--- config.mk ---
export PLATFORM = sky130hd
export DESIGN_NAME = motor_speed_pid_controller_top_flat
export DESIGN_NICKNAME = d
export VERILOG_FILES = /design/src/design/msp_pkg.sv /design/src/design/msp_if.sv /design/src/design/msp_useq.sv /design/src/design/motor_speed_pid_controller_top.sv /design/src/flat_wrapper.sv
export SDC_FILE = /design/constraint.sdc
export NUM_CORES = 2
export LEC_CHECK = 0
export ABC_AREA = 1
export BUFFER_PORTS_ARGS = -buffer_cell sky130_fd_sc_hd__buf_2
export CORE_MARGIN = 2
export CORE_UTILIZATION = 45
export CTS_BUF_LIST = sky130_fd_sc_hd__clkbuf_16
export DETAILED_ROUTE_END_ITERATION = 10
export HOLD_SLACK_MARGIN = 0.02
export SYNTH_ARGS = -nofsm -noshare
export SYNTH_HDL_FRONTEND = slang
export SYNTH_HIERARCHICAL = 1
export SYNTH_SLANG_ARGS = --single-unit
--- constraint.sdc ---
create_clock -name clk -period 10.1 [get_ports clk]
set_input_delay 1.01 -clock clk [delete_from_list [all_inputs] [get_ports clk]]
set_output_delay 1.01 -clock clk [all_outputs]
set_load 0.03 [all_outputs]
--- src/design/msp_pkg.sv ---
`default_nettype none

package msp_pkg;

  // Field and datapath widths
  localparam int EncW     = 21;
  localparam int TargetW  = 21;
  localparam int GainW    = 24;
  localparam int DriveW   = 16;
  localparam int DutyW    = 15;
  localparam int ErrW     = 22;
  localparam int IntW     = 25;
  localparam int DerW     = 23;
  localparam int TmpW     = 28;
  localparam int AccW     = 52;
  localparam int MulW     = 32;
  localparam int ProdW    = 64;
  localparam int PartW    = 48;   // product magnitude bound for the PID terms

  // Configuration port
  localparam int CfgIdxW  = 3;
  localparam int CfgDataW = 24;
  localparam logic [CfgIdxW-1:0] CFG_TARGET    = 3'd0;
  localparam logic [CfgIdxW-1:0] CFG_GAIN_P    = 3'd1;
  localparam logic [CfgIdxW-1:0] CFG_GAIN_I    = 3'd2;
  localparam logic [CfgIdxW-1:0] CFG_GAIN_D    = 3'd3;
  localparam logic [CfgIdxW-1:0] CFG_INT_LIMIT = 3'd4;
  localparam logic [GainW-1:0]   IntLimitReset = 24'hFF_FFFF;

  // Drive band
  localparam int DeadbandPercent = 40;
  localparam int FullPercent     = 100;

  // Divide by ten: x / 10 == (x * Magic10) >> Div10Shift for any 32 bit x
  localparam logic [MulW-1:0] Magic10    = 32'hCCCC_CCCD;
  localparam int              Div10Shift = 35;

  // Sequencer
  localparam int NumSteps = 10;
  localparam int StepW    = 4;

  typedef enum logic [2:0] {
    MUL_NONE,
    MUL_DERIV,
    MUL_P,
    MUL_I,
    MUL_D,
    MUL_DRIVE
  } mul_sel_t;

  typedef enum logic [1:0] {
    ACC_HOLD,
    ACC_LOAD,
    ACC_ADD
  } acc_op_t;

  typedef enum logic [1:0] {
    COND_NONE,
    COND_TGT_ZERO,
    COND_OUT_FULL
  } cond_t;

  // One microcode control word
  typedef struct packed {
    cond_t    cond;
    mul_sel_t mul_sel;
    acc_op_t  acc_op;
    logic     ld_err;
    logic     ld_int;
    logic     ld_deriv;
    logic     ld_n;
    logic     ld_drive;
    logic     last;
  } uword_t;

  typedef struct packed {
    logic   fire;
    uword_t uw;
  } ctrl_t;

  typedef struct packed {
    logic tgt_zero;
    logic out_full;
  } seq_stat_t;

endpackage

`default_nettype wire

--- src/design/msp_if.sv ---
`default_nettype none

// Input word channel
interface msp_in_if;
  import msp_pkg::*;
  logic                   valid;
  logic                   ready;
  logic signed [EncW-1:0] encoder_rate;

  modport source (output valid, output encoder_rate, input ready);
  modport sink   (input valid, input encoder_rate, output ready);
endinterface

// Result word channel
interface msp_out_if;
  import msp_pkg::*;
  logic                     valid;
  logic                     ready;
  logic signed [DriveW-1:0] drive_q8;
  logic        [DutyW-1:0]  duty_fwd_q8;
  logic        [DutyW-1:0]  duty_rev_q8;

  modport source (output valid, output drive_q8, output duty_fwd_q8, output duty_rev_q8,
                  input ready);
  modport sink   (input valid, input drive_q8, input duty_fwd_q8, input duty_rev_q8,
                  output ready);
endinterface

`default_nettype wire

--- src/design/msp_useq.sv ---
`default_nettype none

module msp_useq (
  input  logic               clk,
  input  logic               rst_n,
  input  logic               start,
  input  msp_pkg::seq_stat_t stat,
  output logic               busy,
  output msp_pkg::ctrl_t     ctrl
);
  import msp_pkg::*;

  // Program ROM: one control word per step
  function automatic uword_t rom(input logic [StepW-1:0] addr);
    uword_t w;
    w = '0;
    w.cond    = COND_NONE;
    w.mul_sel = MUL_NONE;
    w.acc_op  = ACC_HOLD;
    unique case (addr)
      4'd0: begin  // error; leave at once on a zero target
        w.ld_err = 1'b1;
        w.cond   = COND_TGT_ZERO;
      end
      4'd1: w.ld_int = 1'b1;             // integral clamp, 9*raw + old derivative
      4'd2: w.mul_sel = MUL_DERIV;       // divide by ten
      4'd3: begin
        w.ld_deriv = 1'b1;
        w.mul_sel  = MUL_P;
      end
      4'd4: begin
        w.acc_op  = ACC_LOAD;
        w.mul_sel = MUL_I;
      end
      4'd5: begin
        w.acc_op  = ACC_ADD;
        w.mul_sel = MUL_D;
      end
      4'd6: w.acc_op = ACC_ADD;
      4'd7: w.ld_n = 1'b1;               // band clamp, 7*old + 3*new
      4'd8: w.mul_sel = MUL_DRIVE;       // rounded divide by ten
      4'd9: begin                        // commit drive; wait on a full output
        w.ld_drive = 1'b1;
        w.last     = 1'b1;
        w.cond     = COND_OUT_FULL;
      end
      default: w.last = 1'b1;
    endcase
    return w;
  endfunction

  logic             busy_r, busy_nxt;
  logic [StepW-1:0] pc_r, pc_nxt;
  uword_t           uw;
  logic             hold;
  logic             leave;

  always_comb begin
    uw    = rom(pc_r);
    hold  = (uw.cond == COND_OUT_FULL) && stat.out_full;
    leave = uw.last || ((uw.cond == COND_TGT_ZERO) && stat.tgt_zero);
  end

  // Step counter next value
  always_comb begin
    busy_nxt = busy_r;
    pc_nxt   = pc_r;
    priority if (!busy_r) begin
      busy_nxt = start;
      pc_nxt   = '0;
    end else if (hold) begin
      pc_nxt = pc_r;
    end else if (leave) begin
      busy_nxt = 1'b0;
      pc_nxt   = '0;
    end else begin
      pc_nxt = pc_r + 1'b1;
    end
  end

  always_ff @(posedge clk) begin
    if (!rst_n) begin
      busy_r <= 1'b0;
      pc_r   <= '0;
    end else begin
      busy_r <= busy_nxt;
      pc_r   <= pc_nxt;
    end
  end

  // Control out
  always_comb begin
    busy      = busy_r;
    ctrl.fire = busy_r && !hold;
    ctrl.uw   = uw;
  end

endmodule

`default_nettype wire

--- src/design/motor_speed_pid_controller_top.sv ---
// Motor speed PID controller with drive smoothing.
// in_chan carries one encoder_rate word per control tick; out_chan returns
// drive_q8 and the two half-bridge duties. Both are valid/ready channels.
// cfg_we/cfg_idx/cfg_data write target, gains and integral limit; write only
// while idle. Writing the target clears the integral and the last error.
// Each word runs a ten-step microprogram over one shared 32x32 multiplier;
// ready is low while the program runs, so a new word is taken only once
// the last one is done. A zero-target word is consumed and gives no result.
// A result waits in the output register; if it is still not taken when the
// next one is done, the program holds on its last step until out ready.
// Reset clears all controller state, the gains and the target, sets the
// integral limit to its maximum and empties the output register.
`default_nettype none

module motor_speed_pid_controller_top (
  input  logic                           clk,
  input  logic                           rst_n,
  msp_in_if.sink                         in_chan,
  msp_out_if.source                      out_chan,
  input  logic                           cfg_we,
  input  logic [msp_pkg::CfgIdxW-1:0]    cfg_idx,
  input  logic [msp_pkg::CfgDataW-1:0]   cfg_data
);
  import msp_pkg::*;

  localparam logic signed [AccW-1:0] BandLo = AccW'(DeadbandPercent * 65536);
  localparam logic signed [AccW-1:0] BandHi = AccW'(FullPercent * 65536);

  // Configuration registers
  logic signed [TargetW-1:0] target_r;
  logic [GainW-1:0]          gain_p_r, gain_i_r, gain_d_r, int_limit_r;

  // Controller state and working registers
  logic signed [EncW-1:0]   enc_r;
  logic signed [ErrW-1:0]   err_r, prev_err_r;
  logic signed [IntW-1:0]   error_integral_r;
  logic signed [DerW-1:0]   sd_r;
  logic signed [DriveW-1:0] prev_drive_r;
  logic signed [TmpW-1:0]   tmp_r;
  logic [ProdW-1:0]         prod_r;
  logic                     prod_neg_r;
  logic signed [AccW-1:0]   acc_r;

  // Output register
  logic                     out_valid_r;
  logic signed [DriveW-1:0] out_drive_r;
  logic [DutyW-1:0]         out_fwd_r, out_rev_r;

  logic      busy, start;
  ctrl_t     ctrl;
  seq_stat_t stat;

  assign start         = in_chan.valid && in_chan.ready;
  assign in_chan.ready = rst_n && !busy;
  assign stat.tgt_zero = (target_r == '0);
  assign stat.out_full = out_valid_r && !out_chan.ready;

  msp_useq u_useq (
    .clk   (clk),
    .rst_n (rst_n),
    .start (start),
    .stat  (stat),
    .busy  (busy),
    .ctrl  (ctrl)
  );

  logic tgt_pos;
  assign tgt_pos = !target_r[TargetW-1];

  // Magnitudes for the multiplier
  logic [ErrW-1:0] err_abs;
  logic [IntW-1:0] int_abs;
  logic [DerW-1:0] sd_abs;
  logic [TmpW-1:0] tmp_abs;
  always_comb begin
    err_abs = err_r[ErrW-1]            ? ErrW'(-err_r)            : ErrW'(err_r);
    int_abs = error_integral_r[IntW-1] ? IntW'(-error_integral_r) : IntW'(error_integral_r);
    sd_abs  = sd_r[DerW-1]             ? DerW'(-sd_r)             : DerW'(sd_r);
    tmp_abs = tmp_r[TmpW-1]            ? TmpW'(-tmp_r)            : TmpW'(tmp_r);
  end

  // Operand selection
  logic [MulW-1:0] mul_a, mul_b;
  logic            mul_neg;
  always_comb begin
    mul_a   = '0;
    mul_b   = '0;
    mul_neg = 1'b0;
    case (ctrl.uw.mul_sel)
      MUL_DERIV: begin
        mul_a   = MulW'(tmp_abs);
        mul_b   = Magic10;
        mul_neg = tmp_r[TmpW-1];
      end
      MUL_P: begin
        mul_a   = MulW'(err_abs);
        mul_b   = MulW'(gain_p_r);
        mul_neg = err_r[ErrW-1];
      end
      MUL_I: begin
        mul_a   = MulW'(int_abs);
        mul_b   = MulW'(gain_i_r);
        mul_neg = error_integral_r[IntW-1];
      end
      MUL_D: begin
        mul_a   = MulW'(sd_abs);
        mul_b   = MulW'(gain_d_r);
        mul_neg = sd_r[DerW-1];
      end
      MUL_DRIVE: begin
        mul_a   = MulW'(tmp_abs) + MulW'(5);
        mul_b   = Magic10;
        mul_neg = tmp_r[TmpW-1];
      end
      default: begin
        mul_a   = '0;
        mul_b   = '0;
        mul_neg = 1'b0;
      end
    endcase
  end

  // Integral update with sign-dependent clamp
  logic signed [IntW:0] int_sum, int_lim;
  logic signed [IntW:0] int_clamped;
  always_comb begin
    int_sum = {error_integral_r[IntW-1], error_integral_r}
            + {{(IntW+1-ErrW){err_r[ErrW-1]}}, err_r};
    int_lim = {2'b00, int_limit_r};
    int_clamped = int_sum;
    if (tgt_pos) begin
      if (int_sum < 0)            int_clamped = '0;
      else if (int_sum > int_lim) int_clamped = int_lim;
    end else begin
      if (int_sum > 0)             int_clamped = '0;
      else if (int_sum < -int_lim) int_clamped = -int_lim;
    end
  end

  // 9*raw + old smoothed derivative
  logic signed [DerW-1:0] raw;
  logic signed [TmpW-1:0] raw_x, deriv_num;
  always_comb begin
    raw       = {err_r[ErrW-1], err_r} - {prev_err_r[ErrW-1], prev_err_r};
    raw_x     = {{(TmpW-DerW){raw[DerW-1]}}, raw};
    deriv_num = (raw_x <<< 3) + raw_x + {{(TmpW-DerW){sd_r[DerW-1]}}, sd_r};
  end

  // Quotients by ten
  logic [DerW-1:0]   q_deriv;
  logic [DriveW-1:0] q_drive;
  logic              q_drive_nz;
  always_comb begin
    q_deriv    = prod_r[Div10Shift +: DerW];
    q_drive    = prod_r[Div10Shift +: DriveW];
    q_drive_nz = (q_drive != '0);
  end

  // Signed product for the PID sum
  logic signed [AccW-1:0] prod_s;
  always_comb begin
    prod_s = prod_neg_r ? -$signed({{(AccW-PartW){1'b0}}, prod_r[PartW-1:0]})
                        :  $signed({{(AccW-PartW){1'b0}}, prod_r[PartW-1:0]});
  end

  // Drive band clamp, Q8 truncation, 7*old + 3*new
  logic signed [AccW-1:0] c16;
  logic signed [23:0]     c16_adj;
  logic signed [DriveW-1:0] c8;
  logic signed [19:0]     c8_x, pd_x, n_mix;
  always_comb begin
    c16 = acc_r;
    if (tgt_pos) begin
      if (acc_r < BandLo)      c16 = BandLo;
      else if (acc_r > BandHi) c16 = BandHi;
    end else begin
      if (acc_r < -BandHi)      c16 = -BandHi;
      else if (acc_r > -BandLo) c16 = -BandLo;
    end
    c16_adj = c16[23:0] + (c16[AccW-1] ? 24'sd255 : 24'sd0);
    c8      = c16_adj[23:8];
    c8_x    = {{4{c8[DriveW-1]}}, c8};
    pd_x    = {{4{prev_drive_r[DriveW-1]}}, prev_drive_r};
    n_mix   = (pd_x <<< 3) - pd_x + (c8_x <<< 1) + c8_x;
  end

  // Configuration writes
  always_ff @(posedge clk) begin
    if (!rst_n) begin
      target_r    <= '0;
      gain_p_r    <= '0;
      gain_i_r    <= '0;
      gain_d_r    <= '0;
      int_limit_r <= IntLimitReset;
    end else if (cfg_we) begin
      case (cfg_idx)
        CFG_TARGET:    target_r    <= cfg_data[TargetW-1:0];
        CFG_GAIN_P:    gain_p_r    <= cfg_data[GainW-1:0];
        CFG_GAIN_I:    gain_i_r    <= cfg_data[GainW-1:0];
        CFG_GAIN_D:    gain_d_r    <= cfg_data[GainW-1:0];
        CFG_INT_LIMIT: int_limit_r <= cfg_data[GainW-1:0];
        default: ;
      endcase
    end
  end

  // Controller state
  always_ff @(posedge clk) begin
    if (!rst_n) begin
      error_integral_r <= '0;
      prev_err_r       <= '0;
      sd_r             <= '0;
      prev_drive_r     <= '0;
    end else if (cfg_we && (cfg_idx == CFG_TARGET)) begin
      error_integral_r <= '0;
      prev_err_r       <= '0;
    end else if (ctrl.fire) begin
      if (ctrl.uw.ld_int) begin
        error_integral_r <= int_clamped[IntW-1:0];
        prev_err_r       <= err_r;
      end
      if (ctrl.uw.ld_deriv)
        sd_r <= prod_neg_r ? DerW'(-$signed(q_deriv)) : $signed(q_deriv);
      if (ctrl.uw.ld_drive)
        prev_drive_r <= prod_neg_r ? DriveW'(-$signed(q_drive)) : $signed(q_drive);
    end
  end

  // Working registers
  always_ff @(posedge clk) begin
    if (start)
      enc_r <= in_chan.encoder_rate;
    if (ctrl.fire) begin
      prod_r     <= mul_a * mul_b;
      prod_neg_r <= mul_neg;
      if (ctrl.uw.ld_err)
        err_r <= {target_r[TargetW-1], target_r} + {enc_r[EncW-1], enc_r};
      if (ctrl.uw.ld_int)
        tmp_r <= deriv_num;
      if (ctrl.uw.ld_n)
        tmp_r <= {{(TmpW-20){n_mix[19]}}, n_mix};
      unique case (ctrl.uw.acc_op)
        ACC_LOAD: acc_r <= prod_s;
        ACC_ADD:  acc_r <= acc_r + prod_s;
        default:  acc_r <= acc_r;
      endcase
    end
  end

  // Output register
  always_ff @(posedge clk) begin
    if (!rst_n) begin
      out_valid_r <= 1'b0;
    end else if (ctrl.fire && ctrl.uw.ld_drive) begin
      out_valid_r <= 1'b1;
    end else if (out_chan.ready) begin
      out_valid_r <= 1'b0;
    end
  end

  always_ff @(posedge clk) begin
    if (ctrl.fire && ctrl.uw.ld_drive) begin
      out_drive_r <= prod_neg_r ? DriveW'(-$signed(q_drive)) : $signed(q_drive);
      out_fwd_r   <= (!prod_neg_r && q_drive_nz) ? q_drive[DutyW-1:0] : '0;
      out_rev_r   <= ( prod_neg_r && q_drive_nz) ? q_drive[DutyW-1:0] : '0;
    end
  end

  assign out_chan.valid       = out_valid_r;
  assign out_chan.drive_q8    = out_drive_r;
  assign out_chan.duty_fwd_q8 = out_fwd_r;
  assign out_chan.duty_rev_q8 = out_rev_r;

  // Checks
  a_out_from_commit: assert property (@(posedge clk) disable iff (!rst_n)
    $rose(out_valid_r) |-> $past(ctrl.fire && ctrl.uw.ld_drive))
    else $error("result word appeared without a commit step");

  a_one_bridge: assert property (@(posedge clk) disable iff (!rst_n)
    out_valid_r |-> (out_fwd_r == '0) || (out_rev_r == '0))
    else $error("both bridge duties nonzero");

  a_fwd_matches: assert property (@(posedge clk) disable iff (!rst_n)
    (out_valid_r && !out_drive_r[DriveW-1]) |-> (out_fwd_r == out_drive_r[DutyW-1:0]))
    else $error("forward duty does not match drive");

  a_drive_range: assert property (@(posedge clk) disable iff (!rst_n)
    out_valid_r |-> (out_drive_r <= 16'sd25600) && (out_drive_r >= -16'sd25600))
    else $error("drive outside +/-100 percent");

  a_target_clears: assert property (@(posedge clk) disable iff (!rst_n)
    (cfg_we && (cfg_idx == CFG_TARGET)) |=> (error_integral_r == '0) && (prev_err_r == '0))
    else $error("target write did not clear integral");

endmodule

`default_nettype wire

--- src/flat_wrapper.sv ---
// flat-port wrapper written by rule: the top's interface ports become plain ports
module motor_speed_pid_controller_top_flat import msp_pkg::*;
  (clk, rst_n, cfg_we, cfg_idx, cfg_data, in_chan_valid, in_chan_encoder_rate, in_chan_ready, out_chan_valid, out_chan_drive_q8, out_chan_duty_fwd_q8, out_chan_duty_rev_q8, out_chan_ready);
  msp_in_if in_chan_i ();
  msp_out_if out_chan_i ();
  input  logic clk;
  input  logic rst_n;
  input  logic cfg_we;
  input  logic [msp_pkg::CfgIdxW-1:0] cfg_idx;
  input  logic [msp_pkg::CfgDataW-1:0] cfg_data;
  input wire logic [$bits(in_chan_i.valid)-1:0] in_chan_valid;
  input wire logic [$bits(in_chan_i.encoder_rate)-1:0] in_chan_encoder_rate;
  output wire logic [$bits(in_chan_i.ready)-1:0] in_chan_ready;
  output wire logic [$bits(out_chan_i.valid)-1:0] out_chan_valid;
  output wire logic [$bits(out_chan_i.drive_q8)-1:0] out_chan_drive_q8;
  output wire logic [$bits(out_chan_i.duty_fwd_q8)-1:0] out_chan_duty_fwd_q8;
  output wire logic [$bits(out_chan_i.duty_rev_q8)-1:0] out_chan_duty_rev_q8;
  input wire logic [$bits(out_chan_i.ready)-1:0] out_chan_ready;
  assign in_chan_i.valid = in_chan_valid;
  assign in_chan_i.encoder_rate = in_chan_encoder_rate;
  assign in_chan_ready = in_chan_i.ready;
  assign out_chan_valid = out_chan_i.valid;
  assign out_chan_drive_q8 = out_chan_i.drive_q8;
  assign out_chan_duty_fwd_q8 = out_chan_i.duty_fwd_q8;
  assign out_chan_duty_rev_q8 = out_chan_i.duty_rev_q8;
  assign out_chan_i.ready = out_chan_ready;
  motor_speed_pid_controller_top u_core (.clk(clk), .rst_n(rst_n), .in_chan(in_chan_i), .out_chan(out_chan_i), .cfg_we(cfg_we), .cfg_idx(cfg_idx), .cfg_data(cfg_data));
endmodule
==> flow_summary_export.csv <==
group,metric,value,unit
timing,worst_slew_pin_slew,1.180,ns
global_routing,top_usage_layer,"met2",
global_routing,gr-usage-met3,4.890,%
synth,postSynthAreaPerCell,7.550,µm²
power,irDropWorstVdd,0.1260,mV
setup_path,crit_top_cell,"nand2_1",
cts,cts_tree,"built",
floorplanning,start_util,45.25,%
timing,setup_viol,0,
routing,wirelength,225100,µm
cells_and_area,layout_commonest_cell,"inv_1",
global_routing,grtUsageMet2,49.86,%
power,total_leakage_power,0.03433,µW
setup_path,cp-start-kind,"flop",
cells_and_area,multi_input_area,0.04437,mm²
setup_path,worstPathRequired,10.57,ns
synth,netlist_area,0.06214,mm²
power,power_switching,2172,µW
global_routing,antenna_found_initial,7,
global_routing,first_global_vias,55611,
global_routing,grt-ovfl-total,0,
global_routing,grt_max_degree,97,
power,p_comb_share,32.2,%
cts,root_buffer,"clkbuf_16",
cts,cts_inserted_buffers,55,
timing,fin_crit_sh,95.91,%
run_status,status,"complete, no violations",
routing,vias_per_cell,5.428,
timing,maxSlewViolCount,0,
placed_design,io_buffers,100,
routing,wl_per_cell,21.59,µm
cts,cts_hold_buf,0,
power,p_int,3798,µW
power,p_seq_share,34.2,%
timing,finClkSkew,0.07280,ns
run,maxCapViolCount,0,
timing,final-hold-violation-count,0,
power,sw_frac_of_total,36.38,%
cells_and_area,nNetsFinal,9905,
timing,slew_headroom,20.28,%
cells_and_area,syn_to_final_growth,11.98,%
global_routing,grt_pass1_wl,340200,µm
floorplanning,die_w,375.6,µm
cts,htreeDepth,2,
floorplanning,die_h,375.6,µm
cts,clock_path_buffers,3,
cts,cts.sinks,437,
floorplanning,io_pins,101,
routing,antenna_left,0,
cells_and_area,mostFrequentLayoutCells,"1,599 x inv_1, 1,501 x nand2_1, 926 x nor2_1",
synth,synthCells,8231,
cts,path_clk_slew,0.06,ns
placed_design,routabilityCongestion,0.9979,
setup_path,end_kind,"flop",
global_routing,track_usage,31.77,%
floorplanning,dieArea,0.1411,mm²
setup_path,cp_max_fo,20,
timing,max_freq,103.2,MHz
floorplanning,core,0.1373,mm²
placed_design,dpl.hpwl,187400,µm
setup_path,arrival,10.16,ns
setup_path,max_stage_delay,0.56,ns
routing,first_pass_iters,7,
floorplanning,rows,136,
setup_path,path_class,"reg -> reg",
routing,initialDrtViolationCount,5723,
timing,setup_ws,0.4131,ns
cells_and_area,final_util,50.68,%
cells_and_area,regArea,0.01103,mm²
timing,min_period,9.687,ns
synth,synth_warnings,6,
cells_and_area,layout-drive-gt1-share,9.253,%
cells_and_area,fill_cells,13537,
power,clkPwrFrac,33.7,%
cts,clk_latency,0.69,ns
placed_design,dp_slack,0.06544,ns
routing,drc,0,
routing,dr_total_vias,56617,
setup_path,cp_slowest_cell,"fa_1",
min_path,hold_class,"reg -> reg",
global_routing,met1_usage,45.56,%
power,power_density,85.79,mW/mm²
-- flip-flops by register name, indices dropped and copies added, names as in the netlist, 4 cells and up --
name and flops:
u_core/acc_r 52, u_core/enc_r 21, u_core/err_r 22, u_core/error_integral_r 25, u_core/gain_d_r 24, u_core/gain_i_r 24
u_core/gain_p_r 24, u_core/int_limit_r 24, u_core/out_chan.drive_q8 16, u_core/out_chan.duty_fwd_q8 15, u_core/out_chan.duty_rev_q8 15, u_core/prev_drive_r 16
u_core/prev_err_r 22, u_core/prod_r 58, u_core/sd_r 23, u_core/target_r 21, u_core/tmp_r 28, u_core/u_useq/pc_r 4
-- power groups by stage --
stage,clock [µW],combinational [µW],sequential (µW)
after global placement,0,1880,2070
final,2010,1920,2040
after detailed placement,0,1880,2070
after floorplan,0,1270,2030
after CTS,2060,1900,2030
after global routing,2120,2150,2040
-- per-stage QoR --
stage	std cells	area [µm²]	TNS, ns	total power [µW]	hold WS, ns
after floorplan	8288	62360	0	3300	0.4237
after global placement	10302	67290	0	3949	0.4344
after detailed placement	10302	67290	0	3952	0.4388
after CTS	10405	69110	0	5993	0.4486
after global routing	10429	69590	-0.08804	6312	0.4620
final	10430	69590	0	5970	0.4455
-- cell type report --
cell class	instances	area share, %
Multi-Input combinational cell	5955	63.75
Sequential cell	437	15.86
Inverter	1651	8.936
Timing Repair Buffer	489	5.610
Tap cell	1794	3.226
Clock buffer	55	1.978
Clock inverter	48	0.6365
Antenna cell	1	0.003596
-- per-layer routing --
layer,part of all wire [%],vias up
li1,-,26610
met1,44,27456
met2,44,2236
met3,8.6,311
met4,2.9,4
met5,0.0098,-
-- critical path, delay by kind of cell (launching register included) --
family          cells  cell delay [ns]
xor+xnor            1             0.26
flops               1             0.36
simple gates       15             1.68
compound gates      6             1.28
buf+inv            12             1.22
fa+ha+maj          10             4.63
-- timing repair --
action / CTS / global route
buffers inserted: 0 / 22
resized for setup: 0 / 67
endpoints found under the setup margin: 0 / 36
-- path summary, 6_finish.rpt --
path | start | endpoint | slack (ns) | cells past startpoint
setup reg to reg | u_core/u_useq/pc_r[0] | u_core/prod_r[50] | 0.41 | 44
hold / removal | u_core/gain_d_r[22] | u_core/gain_d_r[22] | 0.45 | 2
setup / recovery | u_core/u_useq/pc_r[0] | u_core/prod_r[50] | 0.41 | 44
hold reg to reg | u_core/gain_d_r[22] | u_core/gain_d_r[22] | 0.45 | 2
(Power assumes the default switching activity.)
